<file path="config.mk">
export PLATFORM = sky130hd
export DESIGN_NAME = shape_overlap_test_core
export DESIGN_NICKNAME = d
export VERILOG_FILES = /design/src/sv/sop_pkg.sv /design/src/sv/shape_overlap_test_core.sv
export SDC_FILE = /design/constraint.sdc
export NUM_CORES = 2
export LEC_CHECK = 0
export ABC_AREA = 1
export ABC_CLOCK_PERIOD_IN_PS = 15280
export CORE_UTILIZATION = 45
export CTS_CLUSTER_SIZE = 16
export DETAILED_ROUTE_END_ITERATION = 10
export DONT_BUFFER_PORTS = 1
export GPL_ROUTABILITY_DRIVEN = 1
export GPL_TIMING_DRIVEN = 0
export PLACE_DENSITY_LB_ADDON = 0.12
export SLEW_MARGIN = 25
export SYNTH_ARGS = -nofsm -noshare
export SYNTH_HDL_FRONTEND = slang
export SYNTH_SLANG_ARGS = --single-unit
</file>
<file path="constraint.sdc">
create_clock -name clk -period 15.28 [get_ports clk]
set_input_delay 3.056 -clock clk [delete_from_list [all_inputs] [get_ports clk]]
set_output_delay 3.056 -clock clk [all_outputs]
set_load 0.01 [all_outputs]
</file>
<file path="src/sv/sop_pkg.sv">
// Shared kind codes, test modes and fixed widths for the shape overlap test.
`timescale 1ns / 1ps

package sop_pkg;

  localparam int KIND_W = 2;
  localparam int SIZE_W = 15;
  localparam int LIM_W  = SIZE_W + 2;   // doubled radius or doubled radius sum
  localparam int SQ_W   = 2 * LIM_W;

  localparam logic [KIND_W-1:0] KIND_NONE   = 2'd0;
  localparam logic [KIND_W-1:0] KIND_CIRCLE = 2'd1;
  localparam logic [KIND_W-1:0] KIND_RECT   = 2'd2;

  typedef enum logic [1:0] {
    MODE_NONE,
    MODE_RR,   // rectangle vs rectangle
    MODE_RC,   // rectangle vs circle, closed test
    MODE_CC    // circle vs circle, open test
  } mode_t;

endpackage

</file>
<file path="src/sv/shape_overlap_test_core.sv">
// Pipelined overlap test for a pair of 2D shapes (circle / rectangle / none).
`timescale 1ns / 1ps
//
//  channel  dir  handshake          payload
//  -------  ---  -----------------  ----------------------------------------
//  s_*      in   s_tvalid/s_tready  tuser: a_kind, b_kind; tdata: shapes a, b
//  m_*      out  m_tvalid/m_tready  tdata: hit
//
//  Four register stages, one transaction per cycle while m_tready does not stall;
//  m_tvalid is the stage 4 valid bit, so a result is offered once it reaches stage 4.
//  The 17x17 squaring in stage 3 and the sum and compare in stage 4 set the
//  stage depth.
//  rst (synchronous) clears the stage valid bits only.
//  A stall on m_tready holds each occupied stage whose later stages are all full;
//  empty stages keep filling, so s_tready drops only when all four stages hold data.

module shape_overlap_test_core #(
  parameter int COORD_BITS = 16
) (
  input  logic clk,
  input  logic rst,
  input  logic s_tvalid,
  output logic s_tready,
  // a_kind[1:0], b_kind[3:2]
  input  logic [2*sop_pkg::KIND_W-1:0] s_tuser,
  // lowest up: a_x, a_y, a_w, a_h, a_r, b_x, b_y, b_w, b_h, b_r, zero fill
  input  logic [((4*COORD_BITS+6*sop_pkg::SIZE_W+7)/8)*8-1:0] s_tdata,
  output logic m_tvalid,
  input  logic m_tready,
  // hit[0], zero fill
  output logic [7:0] m_tdata
);
  import sop_pkg::*;

  // Field offsets inside s_tdata
  localparam int OFS_AX = 0;
  localparam int OFS_AY = OFS_AX + COORD_BITS;
  localparam int OFS_AW = OFS_AY + COORD_BITS;
  localparam int OFS_AH = OFS_AW + SIZE_W;
  localparam int OFS_AR = OFS_AH + SIZE_W;
  localparam int OFS_BX = OFS_AR + SIZE_W;
  localparam int OFS_BY = OFS_BX + COORD_BITS;
  localparam int OFS_BW = OFS_BY + COORD_BITS;
  localparam int OFS_BH = OFS_BW + SIZE_W;
  localparam int OFS_BR = OFS_BH + SIZE_W;

  // Signed width for doubled coordinates, interval bounds and their differences
  localparam int BASE_W = (COORD_BITS + 1 > SIZE_W + 1) ? COORD_BITS + 1 : SIZE_W + 1;
  localparam int EW     = BASE_W + 3;
  localparam int DW     = EW - 1;   // magnitude of a clamp distance

  // ---------------------------------------------------------------- fields
  logic [KIND_W-1:0]     a_kind, b_kind;
  logic [COORD_BITS-1:0] a_x, a_y, b_x, b_y;
  logic [SIZE_W-1:0]     a_w, a_h, a_r, b_w, b_h, b_r;

  assign a_kind = s_tuser[KIND_W-1:0];
  assign b_kind = s_tuser[2*KIND_W-1:KIND_W];
  assign a_x = s_tdata[OFS_AX +: COORD_BITS];
  assign a_y = s_tdata[OFS_AY +: COORD_BITS];
  assign a_w = s_tdata[OFS_AW +: SIZE_W];
  assign a_h = s_tdata[OFS_AH +: SIZE_W];
  assign a_r = s_tdata[OFS_AR +: SIZE_W];
  assign b_x = s_tdata[OFS_BX +: COORD_BITS];
  assign b_y = s_tdata[OFS_BY +: COORD_BITS];
  assign b_w = s_tdata[OFS_BW +: SIZE_W];
  assign b_h = s_tdata[OFS_BH +: SIZE_W];
  assign b_r = s_tdata[OFS_BR +: SIZE_W];

  // ---------------------------------------------------------------- flow control
  logic v1, v2, v3, v4;
  logic en1, en2, en3, en4;

  assign en4 = !v4 || m_tready;
  assign en3 = !v3 || en4;
  assign en2 = !v2 || en3;
  assign en1 = !v1 || en2;
  assign s_tready = en1;

  always_ff @(posedge clk) begin
    if (rst) begin
      v1 <= 1'b0;
      v2 <= 1'b0;
      v3 <= 1'b0;
      v4 <= 1'b0;
    end else begin
      if (en1) v1 <= s_tvalid;
      if (en2) v2 <= v1;
      if (en3) v3 <= v2;
      if (en4) v4 <= v3;
    end
  end

  // ---------------------------------------------------------------- stage 1
  // Doubled centers, interval bounds. Rectangle/circle pairs are ordered so
  // that P is the rectangle; circle pairs treat shape a as a zero-size box.
  logic signed [EW-1:0] ax2, ay2, bx2, by2;
  logic signed [EW-1:0] aw_e, ah_e, bw_e, bh_e;
  logic [SIZE_W:0]      r_sum;

  assign ax2 = {{(EW-COORD_BITS-1){a_x[COORD_BITS-1]}}, a_x, 1'b0};
  assign ay2 = {{(EW-COORD_BITS-1){a_y[COORD_BITS-1]}}, a_y, 1'b0};
  assign bx2 = {{(EW-COORD_BITS-1){b_x[COORD_BITS-1]}}, b_x, 1'b0};
  assign by2 = {{(EW-COORD_BITS-1){b_y[COORD_BITS-1]}}, b_y, 1'b0};
  assign aw_e = {{(EW-SIZE_W){1'b0}}, a_w};
  assign ah_e = {{(EW-SIZE_W){1'b0}}, a_h};
  assign bw_e = {{(EW-SIZE_W){1'b0}}, b_w};
  assign bh_e = {{(EW-SIZE_W){1'b0}}, b_h};
  assign r_sum = {1'b0, a_r} + {1'b0, b_r};

  mode_t                s1_mode_next, s1_mode;
  logic signed [EW-1:0] s1_pxlo_next, s1_pxhi_next, s1_pylo_next, s1_pyhi_next;
  logic signed [EW-1:0] s1_qxlo_next, s1_qxhi_next, s1_qylo_next, s1_qyhi_next;
  logic signed [EW-1:0] s1_cx_next, s1_cy_next;
  logic [LIM_W-1:0]     s1_lim_next;
  logic signed [EW-1:0] s1_pxlo, s1_pxhi, s1_pylo, s1_pyhi;
  logic signed [EW-1:0] s1_qxlo, s1_qxhi, s1_qylo, s1_qyhi;
  logic signed [EW-1:0] s1_cx, s1_cy;
  logic [LIM_W-1:0]     s1_lim;

  always_comb begin
    // rectangle b bounds, used by the rectangle pair test
    s1_qxlo_next = bx2 - bw_e;
    s1_qxhi_next = bx2 + bw_e;
    s1_qylo_next = by2 - bh_e;
    s1_qyhi_next = by2 + bh_e;
    // default: P is shape a, circle is shape b
    s1_pxlo_next = ax2 - aw_e;
    s1_pxhi_next = ax2 + aw_e;
    s1_pylo_next = ay2 - ah_e;
    s1_pyhi_next = ay2 + ah_e;
    s1_cx_next   = bx2;
    s1_cy_next   = by2;
    s1_lim_next  = {1'b0, b_r, 1'b0};
    s1_mode_next = MODE_NONE;
    if (a_kind == KIND_RECT && b_kind == KIND_RECT) begin
      s1_mode_next = MODE_RR;
    end else if (a_kind == KIND_RECT && b_kind == KIND_CIRCLE) begin
      s1_mode_next = MODE_RC;
    end else if (a_kind == KIND_CIRCLE && b_kind == KIND_RECT) begin
      s1_mode_next = MODE_RC;
      s1_pxlo_next = bx2 - bw_e;
      s1_pxhi_next = bx2 + bw_e;
      s1_pylo_next = by2 - bh_e;
      s1_pyhi_next = by2 + bh_e;
      s1_cx_next   = ax2;
      s1_cy_next   = ay2;
      s1_lim_next  = {1'b0, a_r, 1'b0};
    end else if (a_kind == KIND_CIRCLE && b_kind == KIND_CIRCLE) begin
      // point box at a's center: clamp distance becomes |a - b|
      s1_mode_next = MODE_CC;
      s1_pxlo_next = ax2;
      s1_pxhi_next = ax2;
      s1_pylo_next = ay2;
      s1_pyhi_next = ay2;
      s1_lim_next  = {r_sum, 1'b0};
    end
  end

  always_ff @(posedge clk) begin
    if (en1) begin
      s1_mode <= s1_mode_next;
      s1_pxlo <= s1_pxlo_next;
      s1_pxhi <= s1_pxhi_next;
      s1_pylo <= s1_pylo_next;
      s1_pyhi <= s1_pyhi_next;
      s1_qxlo <= s1_qxlo_next;
      s1_qxhi <= s1_qxhi_next;
      s1_qylo <= s1_qylo_next;
      s1_qyhi <= s1_qyhi_next;
      s1_cx   <= s1_cx_next;
      s1_cy   <= s1_cy_next;
      s1_lim  <= s1_lim_next;
    end
  end

  // ---------------------------------------------------------------- stage 2
  // Strict interval test, clamp distances, squared limit.
  logic signed [EW-1:0] dxlo, dxhi, dylo, dyhi;
  logic [DW-1:0]        s2_dx_next, s2_dy_next;
  logic                 s2_rr_next;
  mode_t                s2_mode;
  logic                 s2_rr;
  logic [DW-1:0]        s2_dx, s2_dy;
  logic [LIM_W-1:0]     s2_lim;
  logic [SQ_W-1:0]      s2_lim_sq;

  assign dxlo = s1_pxlo - s1_cx;
  assign dxhi = s1_cx - s1_pxhi;
  assign dylo = s1_pylo - s1_cy;
  assign dyhi = s1_cy - s1_pyhi;

  always_comb begin
    if (dxlo > 0)      s2_dx_next = dxlo[DW-1:0];
    else if (dxhi > 0) s2_dx_next = dxhi[DW-1:0];
    else               s2_dx_next = '0;
    if (dylo > 0)      s2_dy_next = dylo[DW-1:0];
    else if (dyhi > 0) s2_dy_next = dyhi[DW-1:0];
    else               s2_dy_next = '0;
    s2_rr_next = (s1_pxlo < s1_qxhi) && (s1_pxhi > s1_qxlo) &&
                 (s1_pylo < s1_qyhi) && (s1_pyhi > s1_qylo);
  end

  always_ff @(posedge clk) begin
    if (en2) begin
      s2_mode   <= s1_mode;
      s2_rr     <= s2_rr_next;
      s2_dx     <= s2_dx_next;
      s2_dy     <= s2_dy_next;
      s2_lim    <= s1_lim;
      s2_lim_sq <= s1_lim * s1_lim;
    end
  end

  // ---------------------------------------------------------------- stage 3
  // Far-apart screen; past it both distances fit LIM_W bits, so squares stay narrow.
  logic [DW-1:0]   lim_e;
  logic            s3_far_next;
  mode_t           s3_mode;
  logic            s3_rr, s3_far;
  logic [SQ_W-1:0] s3_sqx, s3_sqy, s3_lim_sq;

  assign lim_e = {{(DW-LIM_W){1'b0}}, s2_lim};

  always_comb begin
    if (s2_mode == MODE_CC) s3_far_next = (s2_dx >= lim_e) || (s2_dy >= lim_e);
    else                    s3_far_next = (s2_dx > lim_e) || (s2_dy > lim_e);
  end

  always_ff @(posedge clk) begin
    if (en3) begin
      s3_mode   <= s2_mode;
      s3_rr     <= s2_rr;
      s3_far    <= s3_far_next;
      s3_sqx    <= s2_dx[LIM_W-1:0] * s2_dx[LIM_W-1:0];
      s3_sqy    <= s2_dy[LIM_W-1:0] * s2_dy[LIM_W-1:0];
      s3_lim_sq <= s2_lim_sq;
    end
  end

  // ---------------------------------------------------------------- stage 4
  logic [SQ_W:0] dist_sq, lim_sq_e;
  logic          hit_next, hit;

  assign dist_sq  = {1'b0, s3_sqx} + {1'b0, s3_sqy};
  assign lim_sq_e = {1'b0, s3_lim_sq};

  always_comb begin
    unique case (s3_mode)
      MODE_RR: hit_next = s3_rr;
      MODE_RC: hit_next = !s3_far && (dist_sq <= lim_sq_e);
      MODE_CC: hit_next = !s3_far && (dist_sq < lim_sq_e);
      default: hit_next = 1'b0;
    endcase
  end

  always_ff @(posedge clk) begin
    if (en4) hit <= hit_next;
  end

  assign m_tvalid = v4;
  assign m_tdata  = {7'd0, hit};

endmodule
</file>
---- Word level (Yosys, flattened, before mapping) ----
Index checks and enable logic that the tools add are counted.
storage, ports and cells
  register bits after elaboration ......... 422
  bits of input ports ..................... 168
  output and inout bits ................... 10
  logic and storage cells ................. 131
operators by class
  $add $sub $neg .......................... 14
  multipliers ............................. 3
  magnitude comparators ................... 14
  eq/ne operators ......................... 8
  muxes and demuxes ....................... 35
  bitwise gates (word level) .............. 1
  reduce and logical (&&, ||, !) cells .... 23
operators by type and width
  kind                                                                   number
  20-bit 2-to-1 mux                                                      22
  17-bit by 17-bit multiplier with 34-bit output                         3
  20-bit by 1-bit > comparator with 1-bit output, second input constant  4
  20-bit subtractor                                                      4
  19-bit 2-to-1 mux                                                      4
  17-bit by 16-bit adder with 18-bit output                              4
  17-bit by 16-bit subtractor with 18-bit output                         4
  16-bit 2-to-1 mux                                                      4
  20-bit > comparator                                                    2
  20-bit < comparator                                                    2
  19-bit by 17-bit >= comparator with 1-bit output                       2
  19-bit by 17-bit > comparator with 1-bit output                        2
  34-bit by 34-bit adder with 35-bit output                              1
  35-bit by 34-bit less-or-equal comparator with 1-bit output            1
  35-bit by 34-bit < comparator with 1-bit output                        1
  15-bit by 15-bit adder with 16-bit output                              1
  2-bit equality test, second input constant                             5
  1-bit logical AND                                                      9
  2-bit by 1-bit equality test with 1-bit output, second input constant  3
  1-bit logical OR                                                       6
  2-bit 2-to-1 mux                                                       3
  1-bit logical NOT                                                      5
  4-bit OR reduction                                                     1
  1-bit one-hot mux with 3 select lines                                  1
  other kinds (4)                                                        4

---- Depth between registers and ports, before layout ----
  word-level depth ........................ 6
  mapped depth ............................ 29
  depth with buffers taken out ............ 28

---- Worst setup path before layout ----
OpenSTA, ideal clock, no wires.
  path kind ............................... in2out
  start point ............................. input port m_tready
  end point ............................... output port s_tready
  arrival time ............................ 9501 ps
  required time ........................... 12224 ps
  path slack .............................. 2723 ps
  stages .................................. 6
  path buffers ............................ 0
  cells stage by stage .................... nor2_1 inv_1 nor2_1 inv_1 nor2_1 nand2_1
between the ends
  longest elaborated chain between the ends .. 4
ends and longest elaborated chain
  what                line                           source
  start: declaration  shape_overlap_test_core.sv:29  input logic m_tready,
  1-bit logical OR    shape_overlap_test_core.sv:74  assign en4 = !v4 || m_tready;
  via en4             shape_overlap_test_core.sv:72  logic en1, en2, en3, en4;
  1-bit logical OR    shape_overlap_test_core.sv:75  assign en3 = !v3 || en4;
  via en3             shape_overlap_test_core.sv:72
  1-bit logical OR    shape_overlap_test_core.sv:76  assign en2 = !v2 || en3;
  1-bit logical OR    shape_overlap_test_core.sv:77  assign en1 = !v1 || en2;
  end: declaration    shape_overlap_test_core.sv:23  output logic s_tready,
The timed path passes the listed nets, and every way through them passes these cells.

---- Worst setup path after layout ----
Same ends and word-level chain as after synthesis.

==> results.ini <==
[status]
outcome=completed

[detailed_routing]
drt-wirelength-per-cell_um=19.0
drtIter0Drc=2863
wl_mm=165
drtPass1Iterations=6
final_antenna_net_count=0
vias=44000
drc=0
viasPerCell=5.06

[synthesis]
synth_top_area_cell=edfxtp_1
ys_ff_latch=383
yosysUniqueCellTypes=59
synthMuxAreaShare_pct=0
synth-simple-area-share_pct=17.8
synthesis.area_um2=55100
yosys-top-cells-area=edfxtp_1 21%, fa_1 20%, ha_1 16%
synth_compound_area_share_pct=8.22
postSynthCellCount=6989
postSynthAreaPerCell_um2=7.88
synth-async-reset-ratio_pct=0
ys_seq_area_share_pct=20.8
synthFlopType=edfxtp_1
synth_xor_area_share_pct=3.87
synth_fa_ha_area_share_pct=36.2
netlist_top_cells_count=1724 x inv_1, 1618 x nand2_1, 695 x ha_1, 560 x fa_1, 391 x a21oi_1
yosysMostFrequentCell=inv_1
yosys.area.top_type_share_pct=20.7
synth-edff-count=379
ys_warn_count=0
synth_top_family_by_area=adder cells

[floorplanning]
dieArea_um2=124000
die_h_um=352
io_pins=178
die_w_um=352
core_area_um2=121000
initial_core_util_pct=45.6
num_rows=127

[critical_path]
cp_num_buf_inv=5
cp.required_ps=12220
cp_cell_sequence=nor2_1 > inv_1 > nor2_1 > inv_6 > nor2_1 > nand2_4 > buf_16 > buf_16 > buf_16
timing.rr.end=s3_sqy[33]
critPathArrivalTime_ps=5100
worstPathMaxFanout=55
r2r_start=s2_dy[5]
worst-path-stages=9
cp-start-kind=primary input
cp_top_family=buffers and inverters
cp_slowest_cell=nor2_1
crit_end=s_tready
ff2ff_path_depth=22
cpPeakStageDelay_ps=410
crit_path_end_kind=output pin
crit_type=primary input to output pin
critPathLaunch=m_tready
reg2reg_slack_ps=7810

[place]
port_buffers=0
postPlaceCellArea_um2=57300
hpwl_mm=143
gp_congestion=0.964

[worst_hold_path]
hold_path_class=register to register
hp-start=s2_lim_sq[7]

[sta]
tns_ps=0
tightest_slew_ps=1030
period_share_pct=53.4
slew-limit-headroom_pct=31.6
max_freq_ghz=0.123
hold_viol=0
fin_hold_ws_ps=409
rsz0062_at_grt=no
finalMaxSlewViolations=0
setup_violations=0
final.setup_skew_ps=37.0
finalCriticalPeriod_ps=8150

[grt]
antenna_found_initial=5
grtUsageTotal_pct=27.3
grt_pass1_wl_mm=256
grt_start_max_net_pins=56
grt_pass1_vias=44700
grt_remaining_overflow=0

[clock_tree]
cts_tree=built
postCtsSetupBuffers=0
clock_latency_ps=630
cts_buffers=44
clock_sinks=383
cts_root_buf=clkbuf_16
postCtsHoldBufs=0
cts_buffer_depth=3
cts_repair_resize_count=0
htreeDepth=2
clk_pin_slew_ps=60

[layout]
final_core_util_pct=48.7
multiInputGateArea_um2=36400
final_layout_size_suffix_gt1_share_pct=1.93
design_area_um2=58800
fillerInstances=12200
diodes=0
nets=8470
seq_area_um2=11500
syn_to_final_growth_pct=6.74

[run]
drv_cap=0

## worst register-to-register path, stage by stage, from the launching register on
cell and delay (ps):
edfxtp_1 640, clkbuf_1 510, clkbuf_1 670, nand2_1 180, fa_1 570, inv_1 70
fa_1 490, ha_1 220, fa_1 480, fa_1 550, inv_1 50, fa_1 490
inv_1 50, ha_1 330, nand2_1 140, inv_1 100, nand3_1 60, o21ai_0 520
a21oi_1 220, o21ai_0 490, nand3_1 170, nand2_1 120, xnor2_1 90
## cells in the final DEF, fill, tap and decap left out, types with 50 or more instances in the layout
cell type,Yosys,final
inv_1,1724,1722
nand2_1,1618,1617
ha_1,695,695
fa_1,560,560
a21oi_1,391,391
edfxtp_1,379,379
nor2_1,323,323
nand3_1,286,286
o21ai_0,191,191
xor2_1,173,173
clkbuf_1,147,152
xnor2_1,70,70
nor3_1,55,55
nand4_1,50,50
## flip-flops by register name (all words and copies together) (netlist names), 18 cells and up
name / cells
s1_pxlo: 18
s1_pylo: 18
s1_qxlo: 18
s1_qylo: 18
s2_dx: 19
s2_dy: 19
s2_lim_sq: 31
s3_lim_sq: 31
s3_sqx: 33
s3_sqy: 33
## metrics by stage
step                setup WS, ps  std cells
CTS                         7100       8695
finish                      7130       8695
floorplan                   2720       6995
global placement            -110       8607
detailed placement          7100       8613
global route                6980       8695
## cell families (layout without fill, tap and decap cells)
| logic type | after synthesis | in the layout |
|---|---|---|
| buffers and inverters | 1900 | 1988 |
| AND/OR/NAND/NOR | 2407 | 2407 |
| XOR/XNOR | 243 | 243 |
| adder cells (fa/ha/maj) | 1255 | 1255 |
| AO/OA/AOI/OAI | 800 | 800 |
| flip-flops | 383 | 383 |
| other | 1 | 7 |
## layout make-up
class,count,share of cell area [%]
Sequential cell,383,19.5
Buffer,172,1.25
Inverter,1728,11.1
Multi-Input combinational cell,4712,61.9
Timing Repair Buffer,6,0.268
Clock buffer,50,1.95
Clock inverter,32,0.603
Tap cell,1612,3.43
## worst min-delay path by stage
stage,endpoint,cells past startpoint
global placement,s3_lim_sq[30],0
CTS,s2_mode[1],0
finish,s3_lim_sq[7],0
detailed placement,s3_lim_sq[25],0
floorplan,s2_mode[0],0
global route,s3_lim_sq[7],0
## routing by layer
metal | vias to the layer above | track usage, % | wire length [um] | share of wire, %
met5 | - | 0 | 57 | 0.034
met4 | 8 | 7.71 | 4760 | 2.9
met3 | 204 | 4.94 | 9660 | 5.8
met2 | 969 | 47.6 | 80100 | 48
met1 | 21000 | 34.3 | 70900 | 43
li1 | 21800 | - | - | -
Power is left out: the tool's default activity adds up to more than one toggle a clock period on the data nets, which glitch-free logic cannot reach.
